File: config.mk
export PLATFORM = sky130hd
export DESIGN_NAME = double_fp_add_compare_unit
export DESIGN_NICKNAME = d
export VERILOG_FILES = /design/src/rtl/dfpac_pkg.sv /design/src/rtl/dfpac_decode.sv /design/src/rtl/dfpac_addsub.sv /design/src/rtl/dfpac_norm.sv /design/src/rtl/dfpac_round.sv /design/src/rtl/double_fp_add_compare_unit.sv
export SDC_FILE = /design/constraint.sdc
export NUM_CORES = 2
export LEC_CHECK = 0
export ABC_CLOCK_PERIOD_IN_PS = 37900
export BUFFER_PORTS_ARGS = -buffer_cell sky130_fd_sc_hd__buf_4
export CORE_MARGIN = 10
export CORE_UTILIZATION = 50
export DETAILED_ROUTE_END_ITERATION = 6
export PLACE_DENSITY = 0.66
export SLEW_MARGIN = 20
export SYNTH_ARGS = -nofsm -noshare
export SYNTH_HDL_FRONTEND = slang
export SYNTH_SLANG_ARGS = --single-unit
export TNS_END_PERCENT = 50
File: constraint.sdc
create_clock -name clk -period 37.9 [get_ports clk]
set_input_delay 5.685 -clock clk [delete_from_list [all_inputs] [get_ports clk]]
set_output_delay 5.685 -clock clk [all_outputs]
set_load 0.01 [all_outputs]
File: src/rtl/dfpac_pkg.sv
// shared types, constants and operation codes for the double add/compare unit
package dfpac_pkg;

  localparam int ExpW  = 11;
  localparam int FracW = 52;
  localparam int SigW  = 53;
  localparam int SumW  = 106;
  localparam int AlnW  = 105;

  localparam logic [ExpW-1:0] EXP_ONES = 11'h7FF;

  // operation codes
  localparam logic [2:0] ACT_ADD = 3'd0;
  localparam logic [2:0] ACT_SUB = 3'd1;
  localparam logic [2:0] ACT_EQ  = 3'd2;
  localparam logic [2:0] ACT_LT  = 3'd3;
  localparam logic [2:0] ACT_LE  = 3'd4;
  localparam logic [2:0] ACT_MAX = 3'd5;
  localparam logic [2:0] ACT_MIN = 3'd6;

  // leading-one code for a carry out of the top bit
  localparam logic [6:0] LS_CARRY = 7'h7F;

  localparam int InDataW  = 136;
  localparam int OutDataW = 72;

  // per-request info carried through the decode, add and normalize stages
  typedef struct packed {
    logic [2:0]      action;
    logic [63:0]     a;
    logic [63:0]     b;
    logic            sub_like;
    logic            sa;
    logic            sbe;
    logic            nan_a;
    logic            nan_b;
    logic            both_inf;
    logic            all_zero;
    logic            gt;
    logic            eq;
    logic            lt;
    logic [ExpW-1:0] big_exp;
    logic            big_sign;
    logic            eff_sub;
  } meta_t;

  typedef struct packed {
    meta_t           m;
    logic [11:0]     shift;
    logic [SigW-1:0] big;
    logic [SigW-1:0] small_sig;
  } dec_t;

  typedef struct packed {
    meta_t           m;
    logic [SumW-1:0] sum;
  } add_t;

  typedef struct packed {
    meta_t           m;
    logic [AlnW-1:0] align;
    logic [11:0]     eps;
  } nrm_t;

  typedef struct packed {
    logic [63:0] value;
    logic        invalid;
    logic        overflow;
  } res_t;

endpackage

File: src/rtl/dfpac_decode.sv
// operand decode, exponent difference, magnitude compare and operand swap
module dfpac_decode import dfpac_pkg::*; (
  input  logic [2:0]  action,
  input  logic [63:0] operand_a,
  input  logic [63:0] operand_b,
  output dec_t        dec
);

  logic            sa, sb, sbe, sub_like, take_a;
  logic [ExpW-1:0] ea, eb;
  logic [SigW-1:0] ma, mb;
  logic [11:0]     ediff;

  // field split
  always_comb begin
    sub_like = (action == ACT_SUB) || (action == ACT_LT) || (action == ACT_LE);
    sa  = operand_a[63];
    sb  = operand_b[63];
    sbe = sb ^ sub_like;
    ea  = operand_a[62:52];
    eb  = operand_b[62:52];
    ma  = {(ea != '0), operand_a[51:0]};
    mb  = {(eb != '0), operand_b[51:0]};
  end

  // exponent difference, subnormals count as exponent one
  always_comb begin
    if (ea != '0 && eb == '0) begin
      ediff = {1'b0, ea} - 12'd1;
    end else if (ea == '0 && eb != '0) begin
      ediff = 12'd1 - {1'b0, eb};
    end else begin
      ediff = {1'b0, ea} - {1'b0, eb};
    end
  end

  // pick the larger operand and the compare outcome
  always_comb begin
    dec = '0;
    if (ediff == '0) begin
      dec.shift = '0;
      if (ma == mb) begin
        take_a   = 1'b1;
        dec.m.gt = !sa && (sa ^ sb);
        dec.m.eq = !(sa ^ sb);
        dec.m.lt = sa && (sa ^ sb);
      end else begin
        take_a   = ma > mb;
        dec.m.gt = take_a ? !sa : sb;
        dec.m.eq = 1'b0;
        dec.m.lt = take_a ? sa : !sb;
      end
    end else begin
      take_a    = !ediff[11];
      dec.shift = take_a ? ediff : (12'd0 - ediff);
      dec.m.gt  = take_a ? !sa : sb;
      dec.m.eq  = 1'b0;
      dec.m.lt  = take_a ? sa : !sb;
    end
    dec.m.action   = action;
    dec.m.a        = operand_a;
    dec.m.b        = operand_b;
    dec.m.sub_like = sub_like;
    dec.m.sa       = sa;
    dec.m.sbe      = sbe;
    dec.m.nan_a    = (ea == EXP_ONES);
    dec.m.nan_b    = (eb == EXP_ONES);
    dec.m.both_inf = (ea == EXP_ONES) && (operand_a[51:0] == '0) &&
                     (eb == EXP_ONES) && (operand_b[51:0] == '0);
    dec.m.all_zero = (operand_a[62:0] == '0) && (operand_b[62:0] == '0);
    dec.m.big_sign = take_a ? sa : sbe;
    dec.m.big_exp  = take_a ? ea : eb;
    dec.m.eff_sub  = sa ^ sbe;
    dec.big        = take_a ? ma : mb;
    dec.small_sig  = take_a ? mb : ma;
  end

endmodule

File: src/rtl/dfpac_addsub.sv
// significand alignment and 106-bit add or subtract
module dfpac_addsub import dfpac_pkg::*; (
  input  dec_t dec,
  output add_t add
);

  logic [AlnW-1:0] bs, ss;

  // align the smaller significand under the larger one
  always_comb begin
    bs = {dec.big, {FracW{1'b0}}};
    if (dec.shift < 12'd105) begin
      ss = {dec.small_sig, {FracW{1'b0}}} >> dec.shift[6:0];
    end else begin
      ss = '0;
    end
  end

  // magnitude add or subtract
  always_comb begin
    add.m = dec.m;
    if (dec.m.eff_sub) begin
      add.sum = {1'b0, bs} - {1'b0, ss};
    end else begin
      add.sum = {1'b0, bs} + {1'b0, ss};
    end
  end

endmodule

File: src/rtl/dfpac_norm.sv
// leading-one search, left normalize and exponent adjust
module dfpac_norm import dfpac_pkg::*; (
  input  add_t add,
  output nrm_t nrm
);

  logic [6:0]      ls;
  logic [SumW-1:0] shl;
  logic [11:0]     eps;
  logic [11:0]     bexp;

  // leading-one position relative to bit 104
  always_comb begin
    ls = '0;
    if (add.sum[105]) begin
      ls = LS_CARRY;
    end else if (!add.sum[104]) begin
      for (int k = 104; k >= 1; k--) begin
        if (add.sum[104-k]) begin
          ls = 7'(k);
        end
      end
    end
  end

  // normalized significand
  always_comb begin
    shl = add.sum << ls;
    if (ls == LS_CARRY) begin
      nrm.align = add.sum[105:1];
    end else begin
      nrm.align = shl[AlnW-1:0];
    end
  end

  // post-scale exponent
  always_comb begin
    bexp = {1'b0, add.m.big_exp};
    if (ls == LS_CARRY) begin
      eps = (add.m.big_exp == EXP_ONES) ? bexp : bexp + 12'd1;
    end else if (add.m.big_exp == '0 && ls == '0) begin
      eps = 12'd1;
    end else begin
      eps = bexp - {5'd0, ls};
    end
    if (add.m.eff_sub && add.m.big_exp != '0 && (eps[11] || eps == '0)) begin
      eps = eps - 12'd1;
    end
    nrm.eps = eps;
    nrm.m   = add.m;
  end

endmodule

File: src/rtl/dfpac_round.sv
// denormal shift, rounding, special cases and result select
module dfpac_round import dfpac_pkg::*; (
  input  nrm_t nrm,
  output res_t res
);

  logic [11:0]      neg;
  logic [AlnW-1:0]  post;
  logic [SigW-1:0]  top;
  logic [FracW-1:0] guard, frac;
  logic             ones, rnd, sum_zero, ovf, sign, nan_any;
  logic [ExpW-1:0]  expf;
  logic [63:0]      packed_val;

  // right shift for an underflowed exponent, then round
  always_comb begin
    neg = 12'd0 - nrm.eps;
    if (nrm.eps[11] && neg >= 12'd1 && neg <= 12'd104) begin
      post = nrm.align >> neg[6:0];
    end else begin
      post = nrm.align;
    end
    top      = post[AlnW-1:FracW];
    guard    = post[FracW-1:0];
    ones     = &top;
    rnd      = guard[51] && !(guard == {1'b1, 51'd0} && !top[0]);
    sum_zero = (post == '0);
    ovf      = (nrm.eps == {1'b0, EXP_ONES});
    nan_any  = nrm.m.nan_a || nrm.m.nan_b;
  end

  // sign, exponent and fraction of the sum
  always_comb begin
    if (nrm.m.both_inf && nrm.m.sub_like) begin
      sign = nrm.m.sa ^ nrm.m.sbe;
    end else if (nrm.m.nan_a) begin
      sign = nrm.m.sa || (nrm.m.nan_b && nrm.m.sbe);
    end else if (nrm.m.nan_b) begin
      sign = nrm.m.sbe ^ (nrm.m.sub_like && (nrm.m.b[51:0] != '0));
    end else if (nrm.m.all_zero) begin
      sign = nrm.m.sa && nrm.m.sbe;
    end else if (sum_zero) begin
      sign = 1'b0;
    end else begin
      sign = nrm.m.big_sign;
    end

    if (nan_any) begin
      expf = EXP_ONES;
    end else if (nrm.eps[11] || sum_zero) begin
      expf = '0;
    end else begin
      expf = nrm.eps[10:0] + {10'd0, (ones && rnd && !ovf)};
    end

    if (nrm.m.both_inf) begin
      frac = {nrm.m.sub_like, 51'd0};
    end else if (nrm.m.nan_a && !(nrm.m.nan_b && nrm.m.sbe)) begin
      frac = {1'b1, nrm.m.a[50:0]};
    end else if (nrm.m.nan_b) begin
      frac = {1'b1, nrm.m.b[50:0]};
    end else if (ovf) begin
      frac = '0;
    end else begin
      frac = top[FracW-1:0] + {51'd0, rnd};
    end
    packed_val = {sign, expf, frac};
  end

  // result by operation
  always_comb begin
    case (nrm.m.action)
      ACT_EQ:  res.value = {63'd0, nrm.m.eq};
      ACT_LT:  res.value = {63'd0, nrm.m.lt};
      ACT_LE:  res.value = {63'd0, (nrm.m.lt || nrm.m.eq)};
      ACT_MAX: res.value = (!nan_any && nrm.m.gt) ? nrm.m.a : nrm.m.b;
      ACT_MIN: res.value = (!nan_any && nrm.m.lt) ? nrm.m.a : nrm.m.b;
      default: res.value = packed_val;
    endcase
    res.invalid  = nan_any;
    res.overflow = ovf;
  end

endmodule

File: src/rtl/double_fp_add_compare_unit.sv
// double add/subtract/compare unit, four register stages
// throughput: one request per cycle while the output is not stalled; decode, align-add, normalize and round stages
// each stage moves on when the next is empty or moving, so stalls lose nothing
// reset: synchronous active-low rst_n clears all stage valid bits
module double_fp_add_compare_unit import dfpac_pkg::*; (
  input  logic                clk,
  input  logic                rst_n,
  input  logic                in_tvalid,
  output logic                in_tready,
  input  logic [InDataW-1:0]  in_tdata,   // action[2:0], operand_a[66:3], operand_b[130:67]
  output logic                out_tvalid,
  input  logic                out_tready,
  output logic [OutDataW-1:0] out_tdata   // result_value[63:0], invalid_flag[64], overflow_flag[65]
);

  logic v1_r, v2_r, v3_r, v4_r;
  logic rdy1, rdy2, rdy3, rdy4;
  dec_t s1_nxt, s1_r;
  add_t s2_nxt, s2_r;
  nrm_t s3_nxt, s3_r;
  res_t s4_nxt, s4_r;
  logic [2:0] act4_r;

  // stage logic
  dfpac_decode u_decode (
    .action    (in_tdata[2:0]),
    .operand_a (in_tdata[66:3]),
    .operand_b (in_tdata[130:67]),
    .dec       (s1_nxt)
  );
  dfpac_addsub u_addsub (.dec(s1_r), .add(s2_nxt));
  dfpac_norm   u_norm   (.add(s2_r), .nrm(s3_nxt));
  dfpac_round  u_round  (.nrm(s3_r), .res(s4_nxt));

  // per-stage advance
  assign rdy4      = !v4_r || out_tready;
  assign rdy3      = !v3_r || rdy4;
  assign rdy2      = !v2_r || rdy3;
  assign rdy1      = !v1_r || rdy2;
  assign in_tready = rdy1;

  // valid bits
  always_ff @(posedge clk) begin
    if (!rst_n) begin
      v1_r <= 1'b0;
      v2_r <= 1'b0;
      v3_r <= 1'b0;
      v4_r <= 1'b0;
    end else begin
      if (rdy1) v1_r <= in_tvalid;
      if (rdy2) v2_r <= v1_r;
      if (rdy3) v3_r <= v2_r;
      if (rdy4) v4_r <= v3_r;
    end
  end

  // stage payload
  always_ff @(posedge clk) begin
    if (rdy1 && in_tvalid) s1_r <= s1_nxt;
    if (rdy2 && v1_r) s2_r <= s2_nxt;
    if (rdy3 && v2_r) s3_r <= s3_nxt;
    if (rdy4 && v3_r) begin
      s4_r   <= s4_nxt;
      act4_r <= s3_r.m.action;
    end
  end

  assign out_tvalid = v4_r;
  assign out_tdata  = {6'd0, s4_r.overflow, s4_r.invalid, s4_r.value};

  // stages empty right after reset
  a_reset_empty: assert property (@(posedge clk) disable iff (!rst_n)
    !$past(rst_n) |-> !out_tvalid)
    else $error("result valid right after reset");

  // compares give only 0 or 1
  a_cmp_bool: assert property (@(posedge clk) disable iff (!rst_n)
    (v4_r && (act4_r == ACT_EQ || act4_r == ACT_LT || act4_r == ACT_LE))
      |-> (s4_r.value[63:1] == '0))
    else $error("compare result wider than one bit");

  // an invalid sum carries an all-ones exponent
  a_nan_exp: assert property (@(posedge clk) disable iff (!rst_n)
    (v4_r && s4_r.invalid && (act4_r == ACT_ADD || act4_r == ACT_SUB))
      |-> (s4_r.value[62:52] == EXP_ONES))
    else $error("invalid sum without all-ones exponent");

endmodule

# Word level (Yosys, flattened, before mapping)
# Cells that the tools add are included.
[word_totals]
out_inout_bits = 74
reg_bits = 861
inputBits = 140
word_cells = 313
[classes]
bitwise = 6
eq_ne = 15
mux = 143
addsub = 12
n_lt_le_gt_ge = 4
n_shift = 3
n_reduce_logical = 70
[ops]
columns = ["op", "n"]
rows = [
  ["7-bit 2-to-1 mux", 106],
  ["64-bit case mux with 5 select lines", 1],
  ["105-bit 2-to-1 mux", 3],
  ["105-bit by 7-bit right shift with 105-bit output", 2],
  ["52-bit 2-to-1 mux", 4],
  ["64-bit 2-to-1 mux", 2],
  ["63-bit zero test", 2],
  ["105-bit by 105-bit adder with 106-bit output", 1],
  ["106-bit 2-to-1 mux", 1],
  ["53-bit 2-to-1 mux", 2],
  ["106-bit by 7-bit left shift with 105-bit output", 1],
  ["105-bit by 105-bit subtractor with 106-bit output", 1],
  ["105-bit zero test", 1],
  ["52-bit zero test", 2],
  ["12-bit 2-to-1 mux", 6],
  ["53-bit equality test", 1],
  ["53-bit greater-than comparator", 1],
  ["53-bit AND reduction", 1],
  ["52-bit by 1-bit adder with 52-bit output", 1],
  ["52-bit equality test (second input constant)", 1],
  ["52-bit nonzero test", 1],
  ["11-bit 2-to-1 mux", 4],
  ["11-bit equality test (second input constant)", 3],
  ["11-bit zero test", 3],
  ["other kinds (28)", 102],
]

# Longest topological paths before layout
[logic_depth]
word_depth = 114
mapped_depth = 32
mapped_depth_nobuf = 27

# By module
# Synthesis repeated with hierarchy kept, for this count alone.
[hier_totals]
cells_unflattened = 7806
area_unflattened_um2 = 75168.3
[modules_own_cells]
columns = ["module", "area_each_um2", "n_inst", "cells_each", "seq_area_each_um2"]
rows = [
  ["double_fp_add_compare_unit", 26320.2, 1, 893, 26175.1],
  ["dfpac_addsub", 16392.0, 1, 2349, 0.0],
  ["dfpac_norm", 13673.1, 1, 1965, 0.0],
  ["dfpac_round", 13081.3, 1, 1860, 0.0],
  ["dfpac_decode", 5701.7, 1, 739, 0.0],
]

# Least setup slack after synthesis
# OpenSTA, ideal clock, no wires.
[synth_path]
path_type = "input port to flip-flop"
startpoint = "in out_tready"
endpoint = "reg s2_r[0] (netlist bit), enable pin"
path_stages = 3
path_buffers = 0
required_ns = 36.627
setup_slack_ns = 12.020
setup_ns = 1.273
arrival_ns = 24.606
path_cell_list = "nor2b_1 and2_0 a21boi_0"
[synth_via]
elab_chain_cells = 4
[synth_lines]
columns = ["element", "line_no", "source"]
rows = [
  ["start, declared", "double_fp_add_compare_unit.sv:12", "input logic out_tready,"],
  ["1-bit logical OR", "double_fp_add_compare_unit.sv:36", "assign rdy4 = !v4_r || out_tready;"],
  ["1-bit logical OR", "double_fp_add_compare_unit.sv:37", "assign rdy3 = !v3_r || rdy4;"],
  ["1-bit logical OR", "double_fp_add_compare_unit.sv:38", "assign rdy2 = !v2_r || rdy3;"],
  ["1-bit logical AND", "double_fp_add_compare_unit.sv:60", "if (rdy2 && v1_r) s2_r <= s2_nxt;"],
  ["end signal, assigned", "double_fp_add_compare_unit.sv:60", ""],
  ["end, declared", "double_fp_add_compare_unit.sv:19", "add_t s2_nxt, s2_r;"],
]
# Every way passes these cells.
# A chain may end at the register's enable or synchronous reset.

# Worst setup path after layout
[layout_path]
startpoint = "in out_tready"
endpoint = "out in_tready"
[layout_via]
elab_chain_cells = 4
[layout_lines]
columns = ["element", "line_no", "source"]
rows = [
  ["1-bit logical OR", "double_fp_add_compare_unit.sv:36", ""],
  ["1-bit logical OR", "double_fp_add_compare_unit.sv:37", ""],
  ["1-bit logical OR", "double_fp_add_compare_unit.sv:38", ""],
  ["1-bit logical OR", "double_fp_add_compare_unit.sv:39", "assign rdy1 = !v1_r || rdy2;"],
  ["end, declared", "double_fp_add_compare_unit.sv:9", "output logic in_tready,"],
]
# Every way passes these cells.

==> run_results.csv <==
group,metric,value,unit
die,core.rowCount,132,
routing,via_per_inst,7.04,
clock_tree,cts_resized,0,
global_route,grt_first_pass_wirelength,410000,µm
power,p_leak,26.3,nW
synthesis,synth_top_family_by_area,"compound AO/OA/AOI/OAI gates",
die,chipWidth,380,µm
global_route,grt_max_degree,173,
clock_tree,path_clk_slew,0.06,ns
final_layout,fillCellCount,11400,
place,pre_cts_slack,25.28,ns
worst_hold_path,hp-class,"reg -> reg",
global_route,grtUsageTotal,38.8,%
setup_path,crit_fanout,6,
routing,wl_per_cell,35.2,µm
timing,post-route-period-util,33.4,%
outcome,status,"finished, violations left",
synthesis,syn_avg_cell_area,9.85,µm²
synthesis,netlist_instances,6581,
timing,tightest_slew,1.33,ns
die,initial_core_util,50.2,%
final_layout,multiInputGateArea,36300,µm²
setup_path,critPathKind,"in -> out",
synthesis,synth_adder_area_share,3.90,%
synthesis,ys_ff_latch,858,
setup_path,worstPathRequired,32.22,ns
setup_path,cp-start-kind,"primary input",
final_layout,final_common_cell,"edfxtp_1",
die,design.core.area,129000,µm²
clock_tree,htreeDepth,3,
final_layout,final_cell_count_no_fill,8347,
routing,finalWirelength,294000,µm
timing,setup_viol,0,
synthesis,ys_seq_area_share,39.7,%
synthesis,synth_cell_types,106,
die,pin_count,214,
final_layout,final-seq-area,25700,µm²
synthesis,synth-async-reset-ratio,0,%
global_route,antenna_found_initial,18,
synthesis,synth_xor_area_share,2.83,%
power,ir_drop,0.0000458,V
timing,skew,0.0850,ns
timing,rsz0062_at_grt,"no",
final_layout,fin_util,54.8,%
place,dp.cells,8178,
synthesis,synth_simple_gate_area_share,14.1,%
timing,tns,0,ns
setup_path,r2r_slack,29.00,ns
final_layout,final_cell_mix,"edfxtp_1 (854), mux2i_1 (523), nand2_1 (491)",
routing,drtPass1Iterations,7,
timing,holdWs,0.364,ns
routing,drtAntennaViolNets,0,
run,max-cap-violations,0,
place,dp_hpwl,228000,µm
final_layout,area_growth,9.21,%
routing,routed-via-count,58800,
clock_tree,post_cts_buffers,0,
synthesis,synth_edf_count,854,
place,placed_area,67600,µm²
place,place.port_buffers,202,
clock_tree,postCtsHoldBufs,0,
routing,drtIter0Drc,9225,
clock_tree,cts_root_buffer,"clkbuf_16",
clock_tree,cts_tree,"yes",
synthesis,synth-main-ff-cell,"edfxtp_1",
final_layout,layout-drive-gt1-share,13.3,%
timing,finalHoldViolCount,0,
timing,slew_viol_final,0,
global_route,grt_pass1_vias,54700,
synthesis,synth_compound_area_share,18.3,%
setup_path,cp-end-kind,"output port",
final_layout,fin_area,70800,µm²
place,place_congestion,1.08,
timing,max_freq,79.1,MHz
timing,fin_ws,25.25,ns
die,die-area,144000,µm²
synthesis,muxShareOfSynthArea,16.4,%
setup_path,crit_arrival,6.96,ns
final_layout,nNetsFinal,6868,
routing,route.detailed.drc,3,
power,power,3.08,mW
global_route,grt.overflow.total,0,
timing,slew_headroom,11.3,%
power,power.density,43.5,nW/µm²
outcome,violations,"design-rule violations",
clock_tree,clock-sinks,858,
die,die_h,380,µm
timing,period_minus_slack,12.65,ns
synthesis,netlist_area,64800,µm²
clock_tree,cts_buffer_depth,3,
synthesis,yosysWarnings,0,
clock_tree,insertion_delay,0.76,ns
clock_tree,numCtsBuffers,88,
[final timing paths]
path | startpoint | to | cells past startpoint
worst max-delay path | out_tready | in_tready | 5
worst min-delay path | s2_r[191] | s3_r[202] | 0
worst max register to register | s1_r[106] | s2_r[105] | 23
worst min register to register | s2_r[191] | s3_r[202] | 0
[cells by family after synthesis]
group                    count (synthesis)
adder cells (fa/ha/maj)                200
AO/OA/AOI/OAI                         1824
flip-flops                             858
multiplexers                           860
other                                    1
AND/OR/NAND/NOR                       1888
XOR/XNOR                               207
buffers and inverters                  743
[Yosys cell counts (all sizes together) (164+ instances only)]
master / number / area share [%]
nand3: 238 / 1.8
edfxtp: 854 / 40
mux2i: 523 / 8.1
mux2: 195 / 3.4
nand2: 492 / 2.9
a21oi: 426 / 3.3
clkbuf: 314 / 1.8
inv: 268 / 1.6
nor3: 164 / 1.3
ha: 197 / 3.8
nor2: 436 / 2.5
o21ai: 465 / 3.6
[routing by layer]
metal	GRT usage [%]	part of all wire [%]
met5	0	0.028
met4	24.4	7.8
met3	8.93	11
met2	59.6	44
met1	49.3	37
[flip-flops by register name, indices dropped and copies added, names as in the netlist]
signal      count
s1_r          271
s2_r          259
s3_r          258
v1_r            1
out_tdata      66
v2_r            1
out_tvalid      1
v3_r            1
[cell type report]
cell class                      instances  share of cell area [%]
Multi-Input combinational cell       4985                    51.3
Sequential cell                       858                    36.4
Timing Repair Buffer                  323                    3.47
Clock buffer                           99                    3.17
Tap cell                             1742                    3.08
Inverter                              272                    1.45
Clock inverter                         63                    1.17
Antenna cell                            5                  0.0177
[worst max-delay path: stages]
cell and delay, ns:
buf_4 0.11, nor2b_1 0.27, and2_0 0.54, nand3_1 0.18
buf_4 0.19
[report_power, final]
group	total [mW]	switching [mW]	internal (mW)	leakage, nW
combinational	0.977	0.659	0.318	16.5
clock	0.913	0.389	0.524	1.47
sequential	1.19	0.0742	1.12	8.29
Note: power is estimated with default switching activity, not from simulation.
